`config.mk`:
```
export PLATFORM = sky130hd
export DESIGN_NAME = sorted_priority_queue
export DESIGN_NICKNAME = d
export VERILOG_FILES = /design/src/hdl/spq_pkg.sv /design/src/hdl/spq_datapath.sv /design/src/hdl/spq_ctrl.sv /design/src/hdl/sorted_priority_queue.sv
export SDC_FILE = /design/constraint.sdc
export NUM_CORES = 2
export LEC_CHECK = 0
export ABC_AREA = 0
export BUFFER_PORTS_ARGS = -buffer_cell sky130_fd_sc_hd__buf_4
export CORE_MARGIN = 3
export CORE_UTILIZATION = 60
export DETAILED_ROUTE_END_ITERATION = 8
export PLACE_DENSITY = 0.77
export SETUP_SLACK_MARGIN = 0.15
export SLEW_MARGIN = 20
export SYNTH_ARGS = -nofsm -noshare
export SYNTH_HDL_FRONTEND = slang
export SYNTH_HIERARCHICAL = 1
export SYNTH_SLANG_ARGS = --single-unit
```
`constraint.sdc`:
```
create_clock -name clk_i -period 22.2 [get_ports clk_i]
set_input_delay 1.11 -clock clk_i [delete_from_list [all_inputs] [get_ports clk_i]]
set_output_delay 1.11 -clock clk_i [all_outputs]
set_load 0.1 [all_outputs]
```
`src/hdl/spq_pkg.sv`:
```
// Shared types and codes for the sorted priority queue.
// Used by spq_ctrl, spq_datapath and sorted_priority_queue; no dependencies.

package spq_pkg;

  // Action codes carried with each input word
  localparam logic ACT_ENQ = 1'b0;
  localparam logic ACT_DEQ = 1'b1;

  // Status codes reported with each result word
  localparam logic [1:0] ST_OK    = 2'd0;
  localparam logic [1:0] ST_FULL  = 2'd1;
  localparam logic [1:0] ST_EMPTY = 2'd2;

  // One stored entry
  typedef struct packed {
    logic [31:0] value;
    logic [31:0] prio;
    logic [31:0] payload;
  } entry_t;

  // Logical slot that the read port looks at
  typedef enum logic [1:0] {
    RD_TOP    = 2'd0,  // last held entry
    RD_BELOW  = 2'd1,  // one below the scan index
    RD_HEAD   = 2'd2,  // first held entry
    RD_SECOND = 2'd3   // second held entry
  } rd_mode_e;

  // What the write port stores
  typedef enum logic [1:0] {
    WR_NONE      = 2'd0,
    WR_SHIFT     = 2'd1,  // read entry moves up one slot
    WR_NEW_ABOVE = 2'd2,  // new entry lands above the scan index
    WR_NEW_AT    = 2'd3   // new entry lands at the scan index
  } wr_mode_e;

  // Scan index update
  typedef enum logic [1:0] {
    IDX_HOLD = 2'd0,
    IDX_TOP  = 2'd1,
    IDX_DEC  = 2'd2,
    IDX_CLR  = 2'd3
  } idx_op_e;

  // Commands from controller to datapath
  typedef struct packed {
    logic       load;
    idx_op_e    idx_op;
    rd_mode_e   rd_mode;
    wr_mode_e   wr_mode;
    logic       take_head;
    logic       fin;
    logic [1:0] fin_status;
    logic       fin_deq;
  } cmd_t;

  // Status from datapath to controller
  typedef struct packed {
    logic full;
    logic empty;
    logic ge;        // read entry priority >= new priority
    logic idx_zero;
  } sts_t;

endpackage

```
`src/hdl/spq_datapath.sv`:
```
// Datapath of the sorted priority queue: entry ring memory, scan index,
// count, min/max tracking and result registers. Depends on spq_pkg.

module spq_datapath #(
  parameter int unsigned CAPACITY = 16
) (
  input  logic                clk_i,
  input  logic                rst_ni,
  input  spq_pkg::cmd_t       cmd_i,
  output spq_pkg::sts_t       sts_o,
  input  logic signed [31:0]  item_value_i,
  input  logic signed [31:0]  item_priority_i,
  input  logic        [31:0]  item_payload_i,
  output logic                done_o,
  output logic        [1:0]   status_o,
  output logic signed [31:0]  out_value_o,
  output logic signed [31:0]  out_priority_o,
  output logic        [31:0]  out_payload_o,
  output logic        [4:0]   entry_total_o,
  output logic signed [31:0]  lowest_priority_o,
  output logic signed [31:0]  highest_priority_o
);
  import spq_pkg::*;

  localparam int unsigned AW    = $clog2(CAPACITY);
  localparam int unsigned CW    = $clog2(CAPACITY + 1);
  localparam int unsigned Depth = 1 << AW;

  entry_t             mem_q [Depth];
  entry_t             rd_q;
  entry_t             item_q;
  entry_t             taken_q;
  logic [AW-1:0]      head_q, head_d;
  logic [AW-1:0]      idx_q, idx_d;
  logic [CW-1:0]      count_q, count_d;
  logic signed [31:0] low_q, low_d;
  logic signed [31:0] high_q, high_d;
  logic               done_q;
  logic [1:0]         status_q;
  entry_t             res_entry_q;
  logic [4:0]         total_q;
  logic signed [31:0] res_low_q, res_high_q;

  logic [AW-1:0]      rd_log, wr_log;
  logic [AW-1:0]      rd_addr, wr_addr;
  logic               we;
  entry_t             wdata;
  logic [CW-1:0]      cnt_inc, cnt_dec;
  logic signed [31:0] new_pri;

  assign cnt_inc = count_q + CW'(1);
  assign cnt_dec = count_q - CW'(1);
  assign new_pri = $signed(item_q.prio);

  // Status toward the controller
  assign sts_o.full     = (count_q >= CW'(CAPACITY));
  assign sts_o.empty    = (count_q == '0);
  assign sts_o.ge       = ($signed(rd_q.prio) >= new_pri);
  assign sts_o.idx_zero = (idx_q == '0);

  // Select the logical read slot
  always_comb begin
    unique case (cmd_i.rd_mode)
      RD_TOP:    rd_log = AW'(cnt_dec);
      RD_BELOW:  rd_log = idx_q - AW'(1);
      RD_HEAD:   rd_log = '0;
      RD_SECOND: rd_log = AW'(1);
      default:   rd_log = '0;
    endcase
  end
  assign rd_addr = head_q + rd_log;

  // Select the write slot and data
  always_comb begin
    we     = 1'b0;
    wr_log = idx_q;
    wdata  = item_q;
    unique case (cmd_i.wr_mode)
      WR_NONE: begin
        we = 1'b0;
      end
      WR_SHIFT: begin
        we     = 1'b1;
        wr_log = idx_q + AW'(1);
        wdata  = rd_q;
      end
      WR_NEW_ABOVE: begin
        we     = 1'b1;
        wr_log = idx_q + AW'(1);
      end
      WR_NEW_AT: begin
        we = 1'b1;
      end
      default: begin
        we = 1'b0;
      end
    endcase
  end
  assign wr_addr = head_q + wr_log;

  // Entry ring memory, one read and one write port, registered read
  always_ff @(posedge clk_i) begin
    rd_q <= mem_q[rd_addr];
    if (we) begin
      mem_q[wr_addr] <= wdata;
    end
  end

  // Hold the accepted word and the removed head entry
  always_ff @(posedge clk_i) begin
    if (cmd_i.load) begin
      item_q <= '{value: item_value_i, prio: item_priority_i, payload: item_payload_i};
    end
    if (cmd_i.take_head) begin
      taken_q <= rd_q;
    end
  end

  // Scan index
  always_comb begin
    unique case (cmd_i.idx_op)
      IDX_HOLD: idx_d = idx_q;
      IDX_TOP:  idx_d = AW'(cnt_dec);
      IDX_DEC:  idx_d = idx_q - AW'(1);
      IDX_CLR:  idx_d = '0;
      default:  idx_d = idx_q;
    endcase
  end

  // Next count, head and min/max at the end of an operation
  always_comb begin
    head_d  = head_q;
    count_d = count_q;
    low_d   = low_q;
    high_d  = high_q;
    if (cmd_i.fin && (cmd_i.fin_status == ST_OK)) begin
      if (cmd_i.fin_deq) begin
        head_d  = head_q + AW'(1);
        count_d = cnt_dec;
        if (cnt_dec == '0) begin
          low_d  = '0;
          high_d = '0;
        end else begin
          low_d  = $signed(rd_q.prio);
        end
      end else begin
        count_d = cnt_inc;
        if (count_q == '0) begin
          low_d  = new_pri;
          high_d = new_pri;
        end else begin
          if (new_pri < low_q) begin
            low_d = new_pri;
          end
          if (new_pri > high_q) begin
            high_d = new_pri;
          end
        end
      end
    end
  end

  // Control state
  always_ff @(posedge clk_i or negedge rst_ni) begin
    if (!rst_ni) begin
      head_q  <= '0;
      idx_q   <= '0;
      count_q <= '0;
      low_q   <= '0;
      high_q  <= '0;
      done_q  <= 1'b0;
    end else begin
      head_q  <= head_d;
      idx_q   <= idx_d;
      count_q <= count_d;
      low_q   <= low_d;
      high_q  <= high_d;
      done_q  <= cmd_i.fin;
    end
  end

  // Result word registers
  always_ff @(posedge clk_i) begin
    if (cmd_i.fin) begin
      status_q   <= cmd_i.fin_status;
      total_q    <= 5'(count_d);
      res_low_q  <= low_d;
      res_high_q <= high_d;
      if (cmd_i.fin_deq && (cmd_i.fin_status == ST_OK)) begin
        res_entry_q <= taken_q;
      end else begin
        res_entry_q <= '0;
      end
    end
  end

  assign done_o             = done_q;
  assign status_o           = status_q;
  assign out_value_o        = $signed(res_entry_q.value);
  assign out_priority_o     = $signed(res_entry_q.prio);
  assign out_payload_o      = res_entry_q.payload;
  assign entry_total_o      = total_q;
  assign lowest_priority_o  = res_low_q;
  assign highest_priority_o = res_high_q;

endmodule

```
`src/hdl/spq_ctrl.sv`:
```
// Controller state machine of the sorted priority queue: sequences scans,
// inserts and removals through command words. Depends on spq_pkg.

module spq_ctrl (
  input  logic          clk_i,
  input  logic          rst_ni,
  input  logic          start_i,
  input  logic          action_i,
  input  spq_pkg::sts_t sts_i,
  output spq_pkg::cmd_t cmd_o,
  output logic          busy_o
);
  import spq_pkg::*;

  typedef enum logic [4:0] {
    S_IDLE    = 5'b00001,
    S_EQ_SCAN = 5'b00010,
    S_EQ_PUT  = 5'b00100,
    S_DQ_HEAD = 5'b01000,
    S_DQ_NEXT = 5'b10000
  } state_e;

  state_e state_q, state_d;

  // Next state and command
  always_comb begin
    state_d          = state_q;
    cmd_o            = '0;
    cmd_o.idx_op     = IDX_HOLD;
    cmd_o.rd_mode    = RD_HEAD;
    cmd_o.wr_mode    = WR_NONE;
    cmd_o.fin_status = ST_OK;
    unique case (state_q)
      S_IDLE: begin
        if (start_i) begin
          cmd_o.load = 1'b1;
          if (action_i == ACT_ENQ) begin
            if (sts_i.full) begin
              cmd_o.fin        = 1'b1;
              cmd_o.fin_status = ST_FULL;
            end else if (sts_i.empty) begin
              cmd_o.idx_op = IDX_CLR;
              state_d      = S_EQ_PUT;
            end else begin
              cmd_o.idx_op  = IDX_TOP;
              cmd_o.rd_mode = RD_TOP;
              state_d       = S_EQ_SCAN;
            end
          end else begin
            if (sts_i.empty) begin
              cmd_o.fin        = 1'b1;
              cmd_o.fin_status = ST_EMPTY;
            end else begin
              cmd_o.rd_mode = RD_HEAD;
              state_d       = S_DQ_HEAD;
            end
          end
        end
      end
      // Walk down from the tail, moving entries up until a lower priority shows
      S_EQ_SCAN: begin
        if (sts_i.ge) begin
          cmd_o.wr_mode = WR_SHIFT;
          if (sts_i.idx_zero) begin
            state_d = S_EQ_PUT;
          end else begin
            cmd_o.idx_op  = IDX_DEC;
            cmd_o.rd_mode = RD_BELOW;
          end
        end else begin
          cmd_o.wr_mode = WR_NEW_ABOVE;
          cmd_o.fin     = 1'b1;
          state_d       = S_IDLE;
        end
      end
      // Place the new entry at the front
      S_EQ_PUT: begin
        cmd_o.wr_mode = WR_NEW_AT;
        cmd_o.fin     = 1'b1;
        state_d       = S_IDLE;
      end
      // Capture the head, fetch the one behind it
      S_DQ_HEAD: begin
        cmd_o.take_head = 1'b1;
        cmd_o.rd_mode   = RD_SECOND;
        state_d         = S_DQ_NEXT;
      end
      S_DQ_NEXT: begin
        cmd_o.fin     = 1'b1;
        cmd_o.fin_deq = 1'b1;
        state_d       = S_IDLE;
      end
      default: begin
        state_d = S_IDLE;
      end
    endcase
  end

  always_ff @(posedge clk_i or negedge rst_ni) begin
    if (!rst_ni) begin
      state_q <= S_IDLE;
    end else begin
      state_q <= state_d;
    end
  end

  assign busy_o = (state_q != S_IDLE);

endmodule

```
`src/hdl/sorted_priority_queue.sv`:
```
// Channel  | Ports                                       | Handshake
// -------- | ------------------------------------------- | -------------------------
// input    | action_i, item_value_i, item_priority_i,    | start_i high, busy_o low
//          | item_payload_i                              |
// result   | status_o, out_value_o, out_priority_o,      | done_o high for one cycle
//          | out_payload_o, entry_total_o,               |
//          | lowest_priority_o, highest_priority_o       |
//
// Top level of the min-first sorted priority queue; depends on spq_pkg,
// spq_ctrl and spq_datapath.
// Order: a rejected enqueue or an empty dequeue reports in the cycle after
// acceptance; a dequeue reports after states S_DQ_HEAD and S_DQ_NEXT; an enqueue
// reports once S_EQ_SCAN has moved up each held entry with priority at or above
// the new one, one entry a cycle through the memory port, and the new one is written.
// busy_o drops in the cycle done_o is high, so a new word may be taken there.
// Reset clears count, head pointer and min/max; no memory clear is needed.
// The receiver cannot stall; each result word shows for exactly one cycle.

module sorted_priority_queue #(
  parameter int unsigned CAPACITY = 16
) (
  input  logic                clk_i,
  input  logic                rst_ni,
  input  logic                start_i,
  output logic                busy_o,
  input  logic                action_i,
  input  logic signed [31:0]  item_value_i,
  input  logic signed [31:0]  item_priority_i,
  input  logic        [31:0]  item_payload_i,
  output logic                done_o,
  output logic        [1:0]   status_o,
  output logic signed [31:0]  out_value_o,
  output logic signed [31:0]  out_priority_o,
  output logic        [31:0]  out_payload_o,
  output logic        [4:0]   entry_total_o,
  output logic signed [31:0]  lowest_priority_o,
  output logic signed [31:0]  highest_priority_o
);
  import spq_pkg::*;

  cmd_t cmd;
  sts_t sts;

  spq_ctrl u_ctrl (
    .clk_i    (clk_i),
    .rst_ni   (rst_ni),
    .start_i  (start_i),
    .action_i (action_i),
    .sts_i    (sts),
    .cmd_o    (cmd),
    .busy_o   (busy_o)
  );

  spq_datapath #(
    .CAPACITY (CAPACITY)
  ) u_datapath (
    .clk_i              (clk_i),
    .rst_ni             (rst_ni),
    .cmd_i              (cmd),
    .sts_o              (sts),
    .item_value_i       (item_value_i),
    .item_priority_i    (item_priority_i),
    .item_payload_i     (item_payload_i),
    .done_o             (done_o),
    .status_o           (status_o),
    .out_value_o        (out_value_o),
    .out_priority_o     (out_priority_o),
    .out_payload_o      (out_payload_o),
    .entry_total_o      (entry_total_o),
    .lowest_priority_o  (lowest_priority_o),
    .highest_priority_o (highest_priority_o)
  );

  // An enqueue while full is rejected in the next cycle
  a_full_reject: assert property (@(posedge clk_i) disable iff (!rst_ni)
    start_i && !busy_o && (action_i == ACT_ENQ) && sts.full
    |=> done_o && (status_o == ST_FULL))
    else $error("full enqueue not rejected");

  // An empty dequeue reports nothing held and no entry
  a_empty_zero: assert property (@(posedge clk_i) disable iff (!rst_ni)
    done_o && (status_o == ST_EMPTY)
    |-> (entry_total_o == 5'd0) && (out_value_o == 32'sd0) && (out_payload_o == 32'd0))
    else $error("empty dequeue reported data");

  // Held priorities stay ordered
  a_min_le_max: assert property (@(posedge clk_i) disable iff (!rst_ni)
    done_o && (entry_total_o != 5'd0) |-> (lowest_priority_o <= highest_priority_o))
    else $error("lowest priority above highest");

endmodule

```
==> impl_metrics.yaml <==
worst_setup_path:
  cp_max_fo: 159
  crit_type: "reg -> reg"
  cp_top_family: "buffers and inverters"
  start_kind: "flop"
  reg2reg_depth: 19
  reg2reg_slack_ns: 14.72
  path_cells: "ha_1 > nand4_1 > nor2_1 > and3_1 > nand4_1 > o211ai_1 > mux2i_1 > o41ai_1 > buf_4 > nand2b_1 > or3b_1 > a21oi_1 > o31ai_1 > ha_4 > fa_4 > buf_12 > buf_4 > mux4_2 > mux4_2"
  cp.required_ns: 22.86
  rr_startpoint: "u_datapath/rd_q[63]$_DFF_P_"
  end_kind: "flop"
  slowest_delay_ns: 1.06
  worst_ep_arrival_time_ns: 8.14
  cpMaxStageDelayCell: "fa_4"
  crit_cells: 19
  r2r_end: "u_datapath/rd_q[42]$_DFF_P_"
  path_buf_inv: 3
detailed_routing:
  drtPass1Iterations: 6
  ant_nets: 0
  drt_first_iter_violations: 4986
  wl_per_cell_um: 30.51
  num_vias: 39520
  via_per_inst: 6.528
  postRouteWirelength_um: 184700
  drc: 0
hold_path:
  hp-class: "in -> async"
timing:
  maxClockFrequency_ghz: 0.1337
  rsz0062_at_grt: "false"
  skew_ns: 0.03714
  tns_ns: 0
  hold_viol_final: 0
  final.min_clock_period_ns: 7.478
  slew_violations: 0
  worstMarginPinSlew_ns: 1.168
  timing.slew.headroom_pct: 22.14
  holdWs_ns: 0.2401
  setup_viol: 0
  fin_crit_sh_pct: 33.69
placement:
  place_area_um2: 83930
  dp_hpwl_um: 89460
  io_buffers: 268
  place.gp.congestion: 0.8679
clocking:
  clockRootBuffer: "clkbuf_16"
  post_cts_buffers: 0
  htreeDepth: 4
  clk_pin_slew_ns: 0.06
  clock_latency_ns: 0.84
  hold_buffers: 0
  clkSinkCount: 2074
  clk_path_buf_depth: 3
  postCtsResizedCells: 0
  numCtsBuffers: 196
  tritoncts: "built"
synthesis:
  synthesis.area_um2: 79460
  ys_ff_latch: 2074
  synthTopCellsByArea: "edfxtp_1, mux4_2, dfrtp_1, dfxtp_1, ha_1"
  yosysMostFrequentCell: "edfxtp_1"
  ys_types: 69
  syn_area_per_cell_um2: 21.07
  netlist_instances: 3771
  yosysTopAreaCell: "edfxtp_1"
  yosysWarningCount: 6
  synth-edff-count: 1895
  synth_top_area_share_pct: 71.62
  synth_fp_nets: 3983
  ys_seq_area_share_pct: 76.65
  ys.flop_type: "edfxtp_1"
  async_flop_share_pct: 4.002
  synth.top_cells.by_count: "edfxtp_1, mux4_2, clkbuf_1"
global_route:
  grt_use_total_pct: 27.53
  grt_pass1_wl_um: 272400
  antenna_found_initial: 8
  grt_max_degree: 160
  grt_pass1_vias: 39930
  gr-total-overflow: 0
power_and_ir_drop:
  p_int_w: 0.008930
  power_density_nw_per_um2: 146.5
  pwr-share-seq_pct: 39.0
  power_leakage_nw: 30.63
  peakVddDrop_mv: 0.2595
  p_sw_w: 0.004329
  clockPowerShare_pct: 25.3
  p_sw_share_pct: 32.65
  p_comb_share_pct: 35.7
  power_w: 0.01326
floorplan:
  die_x_um: 369.9
  coreArea_um2: 130500
  die-area_um2: 136800
  num_rows: 132
  die_y_um: 369.9
  start_util_pct: 60.90
  num_io_pins: 269
layout:
  register_area_um2: 60900
  fin_nets: 4352
  postLayoutCellArea_um2: 90490
  fill_cells: 7744
  synthToLayoutAreaGrowth_pct: 13.89
  drive_gt1_share_pct: 29.47
  multi_input_area_um2: 17630
flow_run:
  drv_cap: 0
status:
  status: "complete, no violations"
-- per-stage QoR --
stage	setup slack, ns	instances	utilization, %
global placement	14.80	5683	64.33
floorplan	3.124	3771	-
global route	14.35	6051	69.35
CTS	14.62	6050	69.31
detailed placement	14.69	5683	64.33
finish	14.72	6054	69.35
-- registers in the layout (all words and copies together) (netlist names) --
signal,count
u_ctrl/state_q,5
u_datapath/count_q,5
u_datapath/done_o,1
u_datapath/entry_total_o,5
u_datapath/head_q,4
u_datapath/high_q,32
u_datapath/highest_priority_o,32
u_datapath/idx_q,4
u_datapath/item_q,64
u_datapath/low_q,32
u_datapath/lowest_priority_o,32
u_datapath/mem_q,1536
u_datapath/new_pri,32
u_datapath/out_payload_o,32
u_datapath/out_priority_o,32
u_datapath/out_value_o,32
u_datapath/rd_q,96
u_datapath/status_o,2
u_datapath/taken_q,96
-- cells in the final DEF (no fill, tap or decap), types with 67 or more instances in the layout --
cell type     n
edfxtp_1   1895
ha_1        108
a21oi_1      67
dfrtp_1      82
nand2_1     158
and3_1      101
buf_4       342
mux4_2      480
dfxtp_1      96
clkbuf_16   199
inv_1       109
-- routing by layer --
metal  vias up  global-route usage (%)  share of wire (%)
li1      16200                       -                  -
met1     20590                   40.67                 39
met2      2409                   42.68                 48
met3       318                   5.467                 11
met4         4                   8.033                2.6
met5         -                       0              0.012
-- layout make-up --
| cell class | count | share of cell area, % |
|---|---|---|
| inverter | 111 | 0.4632 |
| multi-input combinational | 1401 | 19.48 |
| antenna | 3 | 0.008296 |
| clock buffer | 253 | 5.860 |
| tap | 1742 | 2.409 |
| sequential | 2074 | 67.31 |
| timing repair buffer | 356 | 3.146 |
| clock inverter | 114 | 1.327 |
-- cell families after synthesis --
family | Yosys count | share of synthesized area (%)
XOR/XNOR | 25 | 0.2992
multiplexers | 552 | 14.61
adder cells (fa/ha/maj) | 112 | 1.783
AND/OR/NAND/NOR | 445 | 2.745
flip-flops | 2074 | 76.65
AO/OA/AOI/OAI | 267 | 2.436
buffers and inverters | 296 | 1.472
-- worst max path at each step --
stage | start | end | slack, ns
floorplan | u_datapath/new_pri[25]$_DFFE_PP_ | u_datapath/lowest_priority_o[10]$_DFFE_PP_ | 3.12
global placement | u_datapath/new_pri[31]$_DFFE_PP_ | u_datapath/rd_q[44]$_DFF_P_ | 14.80
finish | u_datapath/rd_q[63]$_DFF_P_ | u_datapath/rd_q[42]$_DFF_P_ | 14.72
global route | u_datapath/new_pri[31]$_DFFE_PP_ | u_datapath/rd_q[42]$_DFF_P_ | 14.35
CTS | u_datapath/new_pri[31]$_DFFE_PP_ | u_datapath/rd_q[86]$_DFF_P_ | 14.62
detailed placement | u_datapath/new_pri[31]$_DFFE_PP_ | u_datapath/rd_q[68]$_DFF_P_ | 14.69
-- power by group through the flow --
| stage | clock [W] | sequential (W) | combinational, W |
|---|---|---|---|
| 2_1_floorplan | 0 | 0.00564 | 0.00315 |
| 3_3_place_gp | 0 | 0.00523 | 0.00458 |
| 3_5_place_dp | 0 | 0.00523 | 0.00468 |
| 4_1_cts | 0.00340 | 0.00516 | 0.00477 |
| 5_1_grt | 0.00355 | 0.00520 | 0.00504 |
| 6_report | 0.00335 | 0.00517 | 0.00474 |
(Power assumes the default switching activity.)
